==> src/hw/rtl/gedr_pkg.sv <==
// gedr_pkg: shared types and constants of the gpio edge debounce reporter
// holds status codes, register indexes and the configuration struct
// no dependencies
`timescale 1ns / 1ps

package gedr_pkg;

   localparam int unsigned PIN_LIMIT   = 16;
   localparam int unsigned CSR_INDEX_W = 3;
   localparam int unsigned CSR_DATA_W  = 64;
   localparam int unsigned TICK_W      = 32;
   localparam int unsigned THRESH_W    = 16;
   localparam int unsigned STATUS_W    = 3;

   localparam logic [STATUS_W-1:0] ST_INACTIVE = 3'd0;
   localparam logic [STATUS_W-1:0] ST_BOUNCE   = 3'd1;
   localparam logic [STATUS_W-1:0] ST_RISING   = 3'd2;
   localparam logic [STATUS_W-1:0] ST_FALLING  = 3'd3;
   localparam logic [STATUS_W-1:0] ST_ACCEPTED = 3'd4;

   localparam logic [CSR_INDEX_W-1:0] REG_ACTIVE_MASK  = 3'd0;
   localparam logic [CSR_INDEX_W-1:0] REG_RISING_MASK  = 3'd1;
   localparam logic [CSR_INDEX_W-1:0] REG_FALLING_MASK = 3'd2;
   localparam logic [CSR_INDEX_W-1:0] REG_DEBOUNCE_0   = 3'd3;
   localparam logic [CSR_INDEX_W-1:0] REG_DEBOUNCE_1   = 3'd4;
   localparam logic [CSR_INDEX_W-1:0] REG_DEBOUNCE_2   = 3'd5;
   localparam logic [CSR_INDEX_W-1:0] REG_DEBOUNCE_3   = 3'd6;

   typedef struct packed {
      logic [PIN_LIMIT-1:0]              active_mask;
      logic [PIN_LIMIT-1:0]              rising_mask;
      logic [PIN_LIMIT-1:0]              falling_mask;
      logic [PIN_LIMIT-1:0][THRESH_W-1:0] threshold;
   } cfg_type;

endpackage

==> src/hw/rtl/gedr_csr.sv <==
// gedr_csr: configuration registers of the debounce reporter
// depends on gedr_pkg for register indexes and cfg_type
`timescale 1ns / 1ps

module gedr_csr
   import gedr_pkg::*;
(
   input  logic                   clock,
   input  logic                   reset,
   input  logic                   csr_write_enable,
   input  logic [CSR_INDEX_W-1:0] csr_index,
   input  logic [CSR_DATA_W-1:0]  csr_write_data,
   output cfg_type                cfg
);

   cfg_type cfg_ff;
   cfg_type cfg_in;

   always_comb begin
      cfg_in = cfg_ff;
      if (csr_write_enable) begin
         case (csr_index)
            REG_ACTIVE_MASK:  cfg_in.active_mask  = csr_write_data[PIN_LIMIT-1:0];
            REG_RISING_MASK:  cfg_in.rising_mask  = csr_write_data[PIN_LIMIT-1:0];
            REG_FALLING_MASK: cfg_in.falling_mask = csr_write_data[PIN_LIMIT-1:0];
            REG_DEBOUNCE_0:   cfg_in.threshold[3:0]   = csr_write_data;
            REG_DEBOUNCE_1:   cfg_in.threshold[7:4]   = csr_write_data;
            REG_DEBOUNCE_2:   cfg_in.threshold[11:8]  = csr_write_data;
            REG_DEBOUNCE_3:   cfg_in.threshold[15:12] = csr_write_data;
            default: ;
         endcase
      end
   end

   always_ff @(posedge clock) begin
      if (reset) begin
         cfg_ff <= '0;
      end else begin
         cfg_ff <= cfg_in;
      end
   end

   assign cfg = cfg_ff;

endmodule

==> src/hw/rtl/gedr_tick_mem.sv <==
// gedr_tick_mem: last accepted tick per pin, one read and one write port
// registered read with write forwarding; unwritten entries read as the empty tick
// depends on gedr_pkg for the tick width
`timescale 1ns / 1ps

module gedr_tick_mem
   import gedr_pkg::*;
#(
   parameter int unsigned DEPTH      = 16,
   parameter int unsigned ADDR_W     = 4,
   parameter logic [TICK_W-1:0] EMPTY_TICK = 32'd0
)
(
   input  logic              clock,
   input  logic              reset,
   input  logic              rd_en,
   input  logic [ADDR_W-1:0] rd_addr,
   input  logic              wr_en,
   input  logic [ADDR_W-1:0] wr_addr,
   input  logic [TICK_W-1:0] wr_data,
   output logic [TICK_W-1:0] rd_data
);

   logic [TICK_W-1:0] tick_mem_ff [DEPTH];
   logic [DEPTH-1:0]  valid_ff;
   logic [TICK_W-1:0] rdata_ff;
   logic              rvalid_ff;

   always_ff @(posedge clock) begin
      if (wr_en) begin
         tick_mem_ff[wr_addr] <= wr_data;
      end
      if (rd_en) begin
         if (wr_en && (wr_addr == rd_addr)) begin
            rdata_ff <= wr_data;
         end else begin
            rdata_ff <= tick_mem_ff[rd_addr];
         end
      end
   end

   always_ff @(posedge clock) begin
      if (reset) begin
         valid_ff  <= '0;
         rvalid_ff <= 1'b0;
      end else begin
         if (wr_en) begin
            valid_ff[wr_addr] <= 1'b1;
         end
         if (rd_en) begin
            rvalid_ff <= (wr_en && (wr_addr == rd_addr)) || valid_ff[rd_addr];
         end
      end
   end

   assign rd_data = rvalid_ff ? rdata_ff : EMPTY_TICK;

endmodule

==> src/hw/rtl/gpio_edge_debounce_reporter_top.sv <==
// gpio_edge_debounce_reporter_top: per-pin debounce of pin interrupts with edge reports
// depends on gedr_pkg, gedr_csr and gedr_tick_mem
//
// usage:
//   req_ channel carries one pin interrupt (pin, tick, level, sink full flag)
//   rsp_ channel returns exactly one result per request: status, report fields
//   and the running dropped-report count
//   csr_ port writes the masks and debounce words; the user writes only while the block is idle, unenforced
// an accepted request is registered into stage two, whose result loads the output register
// throughput: one request per cycle when not stalled; stage one reads the per-pin tick
//   memory, stage two compares, writes the memory back and loads the output register
// a same-pin request right behind another picks up the new tick by forwarding
// at reset all pins read as having no accepted interrupt, the dropped count
//   and all csr registers clear, and no request or result is held
// when rsp_ready is low the output register holds its result, the second
//   stage holds one more request, and req_ready drops only when both are full
`timescale 1ns / 1ps

module gpio_edge_debounce_reporter_top
   import gedr_pkg::*;
#(
   parameter int unsigned PIN_COUNT  = 16,
   parameter logic [31:0] EMPTY_TICK = 32'd0
)
(
   input  logic                   clock,
   input  logic                   reset,
   input  logic                   req_valid,
   output logic                   req_ready,
   input  logic [7:0]             req_pin_number,
   input  logic [TICK_W-1:0]      req_tick_now,
   input  logic                   req_pin_level,
   input  logic                   req_sink_full,
   output logic                   rsp_valid,
   input  logic                   rsp_ready,
   output logic [STATUS_W-1:0]    rsp_status_code,
   output logic                   rsp_report_valid,
   output logic [3:0]             rsp_report_pin,
   output logic                   rsp_report_level,
   output logic [TICK_W-1:0]      rsp_overflow_count,
   input  logic                   csr_write_enable,
   input  logic [CSR_INDEX_W-1:0] csr_index,
   input  logic [CSR_DATA_W-1:0]  csr_write_data
);

   localparam int unsigned ADDR_W = (PIN_COUNT > 1) ? $clog2(PIN_COUNT) : 1;

   cfg_type cfg;

   logic              s1_valid_ff;
   logic [7:0]        s1_pin_ff;
   logic [TICK_W-1:0] s1_tick_ff;
   logic              s1_level_ff;
   logic              s1_full_ff;

   logic [TICK_W-1:0] dropped_ff;
   logic [TICK_W-1:0] dropped_in;

   logic                rsp_valid_ff;
   logic [STATUS_W-1:0] status_ff;
   logic                report_valid_ff;
   logic [3:0]          report_pin_ff;
   logic                report_level_ff;
   logic [TICK_W-1:0]   overflow_ff;

   logic                req_fire;
   logic                req_in_range;
   logic                out_load;
   logic                commit;
   logic [TICK_W-1:0]   last_tick;
   logic                s1_in_range;
   logic                s1_active;
   logic [TICK_W-1:0]   elapsed;
   logic [THRESH_W-1:0] threshold;
   logic                bounce;
   logic                accept;
   logic [TICK_W-1:0]   stored_tick;
   logic                rise_rep;
   logic                fall_rep;
   logic [STATUS_W-1:0] status_in;
   logic                report_in;

   gedr_csr u_csr (
      .clock            (clock),
      .reset            (reset),
      .csr_write_enable (csr_write_enable),
      .csr_index        (csr_index),
      .csr_write_data   (csr_write_data),
      .cfg              (cfg)
   );

   assign out_load  = !rsp_valid_ff || rsp_ready;
   assign req_ready = !s1_valid_ff || out_load;
   assign req_fire  = req_valid && req_ready;
   assign commit    = s1_valid_ff && out_load;

   assign req_in_range = (req_pin_number[7:4] == 4'd0) && (req_pin_number < 8'(PIN_COUNT));

   gedr_tick_mem #(
      .DEPTH      (PIN_COUNT),
      .ADDR_W     (ADDR_W),
      .EMPTY_TICK (EMPTY_TICK)
   ) u_tick_mem (
      .clock   (clock),
      .reset   (reset),
      .rd_en   (req_fire && req_in_range),
      .rd_addr (req_pin_number[ADDR_W-1:0]),
      .wr_en   (commit && accept),
      .wr_addr (s1_pin_ff[ADDR_W-1:0]),
      .wr_data (stored_tick),
      .rd_data (last_tick)
   );

   always_comb begin
      s1_in_range = (s1_pin_ff[7:4] == 4'd0) && (s1_pin_ff < 8'(PIN_COUNT));
      s1_active   = s1_in_range && cfg.active_mask[s1_pin_ff[3:0]];
      threshold   = cfg.threshold[s1_pin_ff[3:0]];
      elapsed     = s1_tick_ff - last_tick;
      bounce      = (last_tick != EMPTY_TICK) && (elapsed <= {16'd0, threshold});
      accept      = s1_active && !bounce;
      stored_tick = (s1_tick_ff == EMPTY_TICK) ? (EMPTY_TICK + 32'd1) : s1_tick_ff;
      rise_rep    = s1_level_ff && cfg.rising_mask[s1_pin_ff[3:0]];
      fall_rep    = !s1_level_ff && cfg.falling_mask[s1_pin_ff[3:0]];
      report_in   = accept && (rise_rep || fall_rep);
      if (!s1_active) begin
         status_in = ST_INACTIVE;
      end else if (bounce) begin
         status_in = ST_BOUNCE;
      end else if (rise_rep) begin
         status_in = ST_RISING;
      end else if (fall_rep) begin
         status_in = ST_FALLING;
      end else begin
         status_in = ST_ACCEPTED;
      end
      dropped_in = (report_in && s1_full_ff) ? (dropped_ff + 32'd1) : dropped_ff;
   end

   always_ff @(posedge clock) begin
      if (reset) begin
         s1_valid_ff  <= 1'b0;
         rsp_valid_ff <= 1'b0;
         dropped_ff   <= '0;
      end else begin
         if (req_ready) begin
            s1_valid_ff <= req_valid;
         end
         if (out_load) begin
            rsp_valid_ff <= s1_valid_ff;
         end
         if (commit) begin
            dropped_ff <= dropped_in;
         end
      end
   end

   always_ff @(posedge clock) begin
      if (req_fire) begin
         s1_pin_ff   <= req_pin_number;
         s1_tick_ff  <= req_tick_now;
         s1_level_ff <= req_pin_level;
         s1_full_ff  <= req_sink_full;
      end
      if (commit) begin
         status_ff       <= status_in;
         report_valid_ff <= report_in;
         report_pin_ff   <= report_in ? s1_pin_ff[3:0] : 4'd0;
         report_level_ff <= report_in ? s1_level_ff : 1'b0;
         overflow_ff     <= dropped_in;
      end
   end

   assign rsp_valid          = rsp_valid_ff;
   assign rsp_status_code    = status_ff;
   assign rsp_report_valid   = report_valid_ff;
   assign rsp_report_pin     = report_pin_ff;
   assign rsp_report_level   = report_level_ff;
   assign rsp_overflow_count = overflow_ff;

endmodule

==> config.mk <==
export PLATFORM = sky130hd
export DESIGN_NAME = gpio_edge_debounce_reporter_top
export DESIGN_NICKNAME = d
export VERILOG_FILES = /design/src/hw/rtl/gedr_pkg.sv /design/src/hw/rtl/gedr_csr.sv /design/src/hw/rtl/gedr_tick_mem.sv /design/src/hw/rtl/gpio_edge_debounce_reporter_top.sv
export SDC_FILE = /design/constraint.sdc
export NUM_CORES = 1
export LEC_CHECK = 0
export ABC_AREA = 1
export BUFFER_PORTS_ARGS = -buffer_cell sky130_fd_sc_hd__buf_4
export CORE_MARGIN = 3
export CORE_UTILIZATION = 47
export DETAILED_ROUTE_END_ITERATION = 6
export GPL_TIMING_DRIVEN = 0
export PLACE_DENSITY_LB_ADDON = 0.3
export SLEW_MARGIN = 10
export SYNTH_ARGS = -nofsm -noshare
export SYNTH_HDL_FRONTEND = slang
export SYNTH_SLANG_ARGS = --single-unit
==> constraint.sdc <==
create_clock -name clock -period 5.51 [get_ports clock]
set_input_delay 0.2755 -clock clock [delete_from_list [all_inputs] [get_ports clock]]
set_output_delay 0.2755 -clock clock [all_outputs]
set_load 0.01 [all_outputs]
==> impl_metrics.ini, run 1 <==
[timing]
whs_ns = 0.166
finalHoldViolations = 0
fin_crit_sh = 0.975
slew_headroom = 0.275
skew_ns = 0.0374
period_minus_slack_ns = 5.37
worst_pin_slew_ns = 1.09
fmax_mhz = 186
setup_violations = 0
slew_violations = 0
setup_ws_ns = 0.138

[die]
die_x_um = 306
start_util = 0.477
core-area_um2 = 88800
rows = 109
io_pins = 157
die_y_um = 306
die_area_um2 = 93700

[clock_network]
cts_buffer_depth = 3
clockRootBuffer = clkbuf_16
cts_tree = yes
htreeDepth = 3
clk_pin_slew_ns = 0.06
cts_made_buffers = 100
clock-sinks = 982
clk_latency_ns = 0.69

[place]
dp_hpwl_mm = 100
port_buffers = 155
place_congestion = 0.964
pre_cts_slack_ns = -1.10

[pwr]
p_leak_uw = 0.0191
peakVddDrop_mv = 0.347
finalPower_uw = 16400
power_density_nw_per_um2 = 327

[yosys]
syn_area_per_cell_um2 = 9.44
synth_top_cell_area_share = 0.445
ys_types = 46
yosysSeqAreaShare = 0.613
synth-seq-cells = 982
synthTopCellsByArea = edfxtp_1, dfxtp_1, nor2_1
synthTopCellsByCount = nor2_1, o21ai_0, edfxtp_1, nand2_1, dfxtp_1
syn_area_um2 = 42300
synth.most_common_cell = nor2_1
async_flop_share = 0
ys.flop_type = edfxtp_1
synth_edf_count = 627
syn_nets = 4645
synth.largest_area_cell = edfxtp_1
synth_cells = 4481
yosys_warnings = 0

[drt]
post_drt_wl_per_cell_um = 23.5
drc_errors = 1
route.vias.total = 35900
drt_iter0_markers = 4524
ant_nets = 0
drtPass1Iterations = 7
avgViaCountPerCell = 5.87
totalWireLength_mm = 144

[finish]
syn_to_final_growth_pct = 18.6
final_nets = 5035
nFillCells = 7607
drive_gt1_frac = 0.0914
diodes = 0

[global_route]
grt_overflow_total = 0
grt_pass1_wl_mm = 211
grt_usage = 0.300
grt_max_degree = 31
grt_pass1_vias = 33900
antenna_found_initial = 2

[setup_path]
cp.required_ns = 5.90
crit_slowest_cell = edfxtp_1
path_class = reg -> reg
cp-end-kind = flip-flop
cp.arrival_ns = 5.76
critPathMaxStageDelay_ns = 0.53
start_kind = flip-flop
path_common_cell = nand2_1
path_max_fanout = 17

[hold_path]
holdCritPathClass = in -> reg

[flow_run]
cap_violations = 0

[status]
violations = DRC
outcome = finished with violations
what timing repair did:
action,in CTS,in global routing
buffers inserted,2,2
setup endpoints to repair,634,545
hold buffers,108,0
endpoints found under the hold margin,348,0
resized for setup,65,56
pin swaps,1,2
area by class of cell:
class | instances | area, µm² | area share
inverters | 228 | 936 | 0.0186
clock inverters | 52 | 554 | 0.0110
flip-flops and latches | 982 | 25900 | 0.517
clock buffers | 135 | 2770 | 0.0551
multi-input cells | 2974 | 14600 | 0.291
well taps | 1165 | 1460 | 0.0290
plain buffers | 295 | 1230 | 0.0245
repair buffers | 290 | 2720 | 0.0542
where the power goes:
part / internal, µW / switching [µW] / total [µW]
Clock: 3960 / 2980 / 6930
Combinational: 442 / 960 / 1400
Sequential: 7960 / 114 / 8070
Total: 12400 / 4050 / 16400
kinds of logic (layout without fill, tap and decap cells):
group,after synthesis,count (layout),share of synthesized area
XOR/XNOR,47,47,0.00973
AND/OR/NAND/NOR,1772,1772,0.167
buffers and inverters,525,1000,0.0478
adder cells (fa/ha/maj),50,50,0.0150
AO/OA/AOI/OAI,1105,1105,0.148
flip-flops,982,982,0.613
per-layer routing:
layer  global-route usage  share of wire
met4                0.134          0.047
met1                0.403           0.39
met2                0.472           0.45
met3               0.0595           0.11
met5                    0        0.00019
critical path: cells and delay by family (launching register included):
kind	cells	cell delay, ns
simple gates	18	2.04
buf+inv	7	1.81
flops	1	0.53
compound gates	1	0.34
fa+ha+maj	1	0.31
sequential cells by signal, summed over array words and instances, names as in the netlist:
signal                  count
rsp_report_pin              4
s1_valid_ff                 1
u_csr.cfg                 304
u_tick_mem.rvalid_ff        1
s1_full_ff                  1
u_tick_mem.valid_ff        16
rsp_overflow_count         32
s1_level_ff                 1
rsp_report_valid            1
rsp_status_code             3
rsp_report_level            1
u_tick_mem.rdata_ff        32
u_tick_mem.tick_mem_ff    512
s1_tick_ff                 32
s1_pin_ff                   8
dropped_ff                 32
rsp_valid                   1
final timing paths:
| check | startpoint | end | slack [ns] | cells after the start |
|---|---|---|---|---|
| max | s1_pin_ff[2] | u_tick_mem.tick_mem_ff[9][20] | 0.14 | 27 |
| max reg2reg | s1_pin_ff[2] | u_tick_mem.tick_mem_ff[9][20] | 0.14 | 27 |
| min reg2reg | u_tick_mem.valid_ff[8] | u_tick_mem.valid_ff[8] | 0.45 | 2 |
| min | csr_index[1] | u_csr.cfg[272] | 0.17 | 6 |
per-stage QoR:
| step | setup TNS (ns) | std cells | util | area [µm²] |
|---|---|---|---|---|
| floorplan | 0 | 4481 | - | 42300 |
| global placement | -930.66 | 5801 | 0.506 | 44900 |
| detailed placement | -482.72 | 5824 | 0.511 | 45400 |
| CTS | 0 | 6120 | 0.563 | 50000 |
| global route | -1.19 | 6121 | 0.565 | 50200 |
| finish | 0 | 6121 | 0.565 | 50200 |
layout by cell type, fill, tap and decap left out, drive strengths merged, types with 2 or more instances in the layout:
| master | n |
|---|---|
| a21oi | 145 |
| a22oi | 152 |
| buf | 214 |
| bufinv | 11 |
| clkbuf | 398 |
| clkinv | 41 |
| clkinvlp | 4 |
| dfxtp | 355 |
| dlygate4sd3 | 108 |
| edfxtp | 627 |
| ha | 49 |
| inv | 224 |
| nand2 | 574 |
| nand3 | 101 |
| nand3b | 5 |
| nand4 | 23 |
| nor2 | 1007 |
| nor3 | 24 |
| nor4 | 31 |
| o211ai | 4 |
| o21ai | 672 |
| o21bai | 3 |
| o221ai | 60 |
| o22ai | 64 |
| or2 | 2 |
| or4 | 3 |
| xnor2 | 3 |
| xor2 | 44 |
Power figures use the tool's default switching activity.
==> run 2, diff against run 1 <==
--- a/config.mk
+++ b/config.mk
@@ -7,7 +7,6 @@
 export LEC_CHECK = 0
 export ABC_AREA = 1
 export BUFFER_PORTS_ARGS = -buffer_cell sky130_fd_sc_hd__buf_4
-export CORE_MARGIN = 3
 export CORE_UTILIZATION = 47
 export DETAILED_ROUTE_END_ITERATION = 6
 export GPL_TIMING_DRIVEN = 0
==> constraint.sdc (replaced) <==
create_clock -name clock -period 5.3 [get_ports clock]
set_input_delay 0.265 -clock clock [delete_from_list [all_inputs] [get_ports clock]]
set_output_delay 0.265 -clock clock [all_outputs]
set_load 0.01 [all_outputs]
==> impl_metrics.ini, run 2 (synthesis results as in run 1) <==
[status]
outcome = finished with violations
violations = DRC

[global_route]
grt_pass1_wl_mm = 208
grt_usage = 0.309
grt_pass1_vias = 33400
grt_max_degree = 39
antenna_found_initial = 3
grt_overflow_total = 0

[drt]
post_drt_wl_per_cell_um = 23.3
totalWireLength_mm = 143
route.vias.total = 35400
ant_nets = 0
drt_iter0_markers = 4490
drtPass1Iterations = 7
drc_errors = 18
avgViaCountPerCell = 5.79

[die]
core-area_um2 = 88800
die_area_um2 = 91200
io_pins = 157
die_x_um = 302
start_util = 0.477
die_y_um = 302
rows = 109

[clock_network]
clk_pin_slew_ns = 0.06
cts_made_buffers = 101
clk_latency_ns = 0.70
htreeDepth = 3
cts_tree = yes
clockRootBuffer = clkbuf_16
clock-sinks = 982
cts_buffer_depth = 3

[timing]
skew_ns = 0.0391
setup_violations = 0
fin_crit_sh = 0.982
finalHoldViolations = 0
slew_headroom = 0.307
fmax_mhz = 192
worst_pin_slew_ns = 1.04
slew_violations = 0
period_minus_slack_ns = 5.21

[setup_path]
ff2ff_path_depth = 27
critPathMaxStageDelay_ns = 0.41
cp-end-kind = flip-flop
r2r_slack_ns = 0.09
start_kind = flip-flop
path_max_fanout = 18
cp.arrival_ns = 5.59
crit_slowest_cell = edfxtp_1
path_common_cell = nand2_1
timing.rr.start = s1_pin_ff[1]
cp_num_buf_inv = 8
reg2reg_to = u_tick_mem.tick_mem_ff[5][21]
path_class = reg -> reg
cp.required_ns = 5.68
crit_family = buffers and inverters

[finish]
diodes = 0
final_cells = 6118
largest_reg_flops = 512
nFillCells = 7703
layout_commonest_cell = nor2_1
final_cell_mix = nor2_1, o21ai_0, edfxtp_1, nand2_1, dfxtp_1
finalCoreUtilization = 0.567
drive_gt1_frac = 0.0959
largest_register = u_tick_mem.tick_mem_ff
syn_to_final_growth_pct = 19.0
final_nets = 5036
multiInputGateArea_um2 = 14700
register_area_um2 = 25900

[place]
dp_hpwl_mm = 100
placedCellCount = 5823
place_congestion = 0.984
port_buffers = 155

[pwr]
power_density_nw_per_um2 = 338
peakVddDrop_mv = 0.284
p_leak_uw = 0.0191

[hold_path]
min_path_cells = 6
holdCritPathClass = in -> reg
min_to = u_csr.cfg[257]
hp-start = csr_index[0]

[flow_run]
cap_violations = 0
run 2: cell types whose count changed in the layout (fill, tap and decap cells not counted), sizes merged:
cell and change:
buf +6, bufinv +1, clkbuf -12, clkinv +4
clkinvlp -1, inv -1
run 2: cell type report:
class / count / area share
well taps: 1165 / 0.0290
multi-input cells: 2974 / 0.292
plain buffers: 294 / 0.0246
repair buffers: 291 / 0.0543
clock buffers: 129 / 0.0541
inverters: 228 / 0.0190
flip-flops and latches: 982 / 0.515
clock inverters: 55 / 0.0115
run 2: worst max-delay path by stage:
stage | start | endpoint | cells after the start | slack [ns]
final | s1_pin_ff[1] | u_tick_mem.tick_mem_ff[5][21] | 27 | 0.09
after detailed placement | s1_pin_ff[0] | u_tick_mem.tick_mem_ff[8][14] | 26 | -1.21
after CTS | s1_pin_ff[1] | u_tick_mem.tick_mem_ff[4][21] | 25 | 0.0008
after floorplan | s1_pin_ff[1] | u_tick_mem.tick_mem_ff[13][0] | 24 | 0.91
after global placement | s1_pin_ff[0] | u_tick_mem.tick_mem_ff[8][20] | 25 | -2.03
after global routing | s1_pin_ff[1] | u_tick_mem.tick_mem_ff[5][22] | 27 | -0.04
run 2: repair_timing:
| item | in CTS | in global routing |
|---|---|---|
| buffers inserted | 2 | 4 |
| pin swaps | 3 | 7 |
| hold endpoints to repair | 348 | 0 |
| endpoints found under the setup margin | 634 | 505 |
| hold buffers | 108 | 0 |
| resized for setup | 79 | 83 |
run 2: layer usage:
metal  vias to the layer above  part of all wire  track usage
li1                      16300                 -            -
met1                     16700              0.40        0.410
met2                      2016              0.45        0.488
met3                       402              0.10       0.0609
met4                         2             0.047        0.145
met5                         -          0.000084            0
run 2: report_power, final:
part           switching, µW  internal [µW]  leakage [µW]
clock                   3080           4080       0.00162
sequential               120           8280       0.00857
combinational            995            463       0.00890
total                   4190          12800        0.0191
run 2: stage by stage:
stage | area (µm²) | setup WS, ns | hold slack [ns] | total power (µW) | setup TNS [ns]
final | 50300 | 0.0939 | 0.121 | 17000 | 0
after global routing | 50300 | -0.0412 | 0.163 | 17500 | -1.29
after CTS | 50000 | 0.000816 | 0.0852 | 17000 | 0
after detailed placement | 45400 | -1.21 | 0.439 | 9880 | -503.36
after global placement | 44900 | -2.03 | 0.433 | 9850 | -1007.02
after floorplan | 42300 | 0.909 | 0.364 | 9270 | 0
run 2: worst min-delay path, cell delays in order:
cell,delay (ns)
buf_4,0.09
nor2_1,0.04
inv_1,0.06
nor2_1,0.11
o21ai_0,0.16
nor2_1,0.04
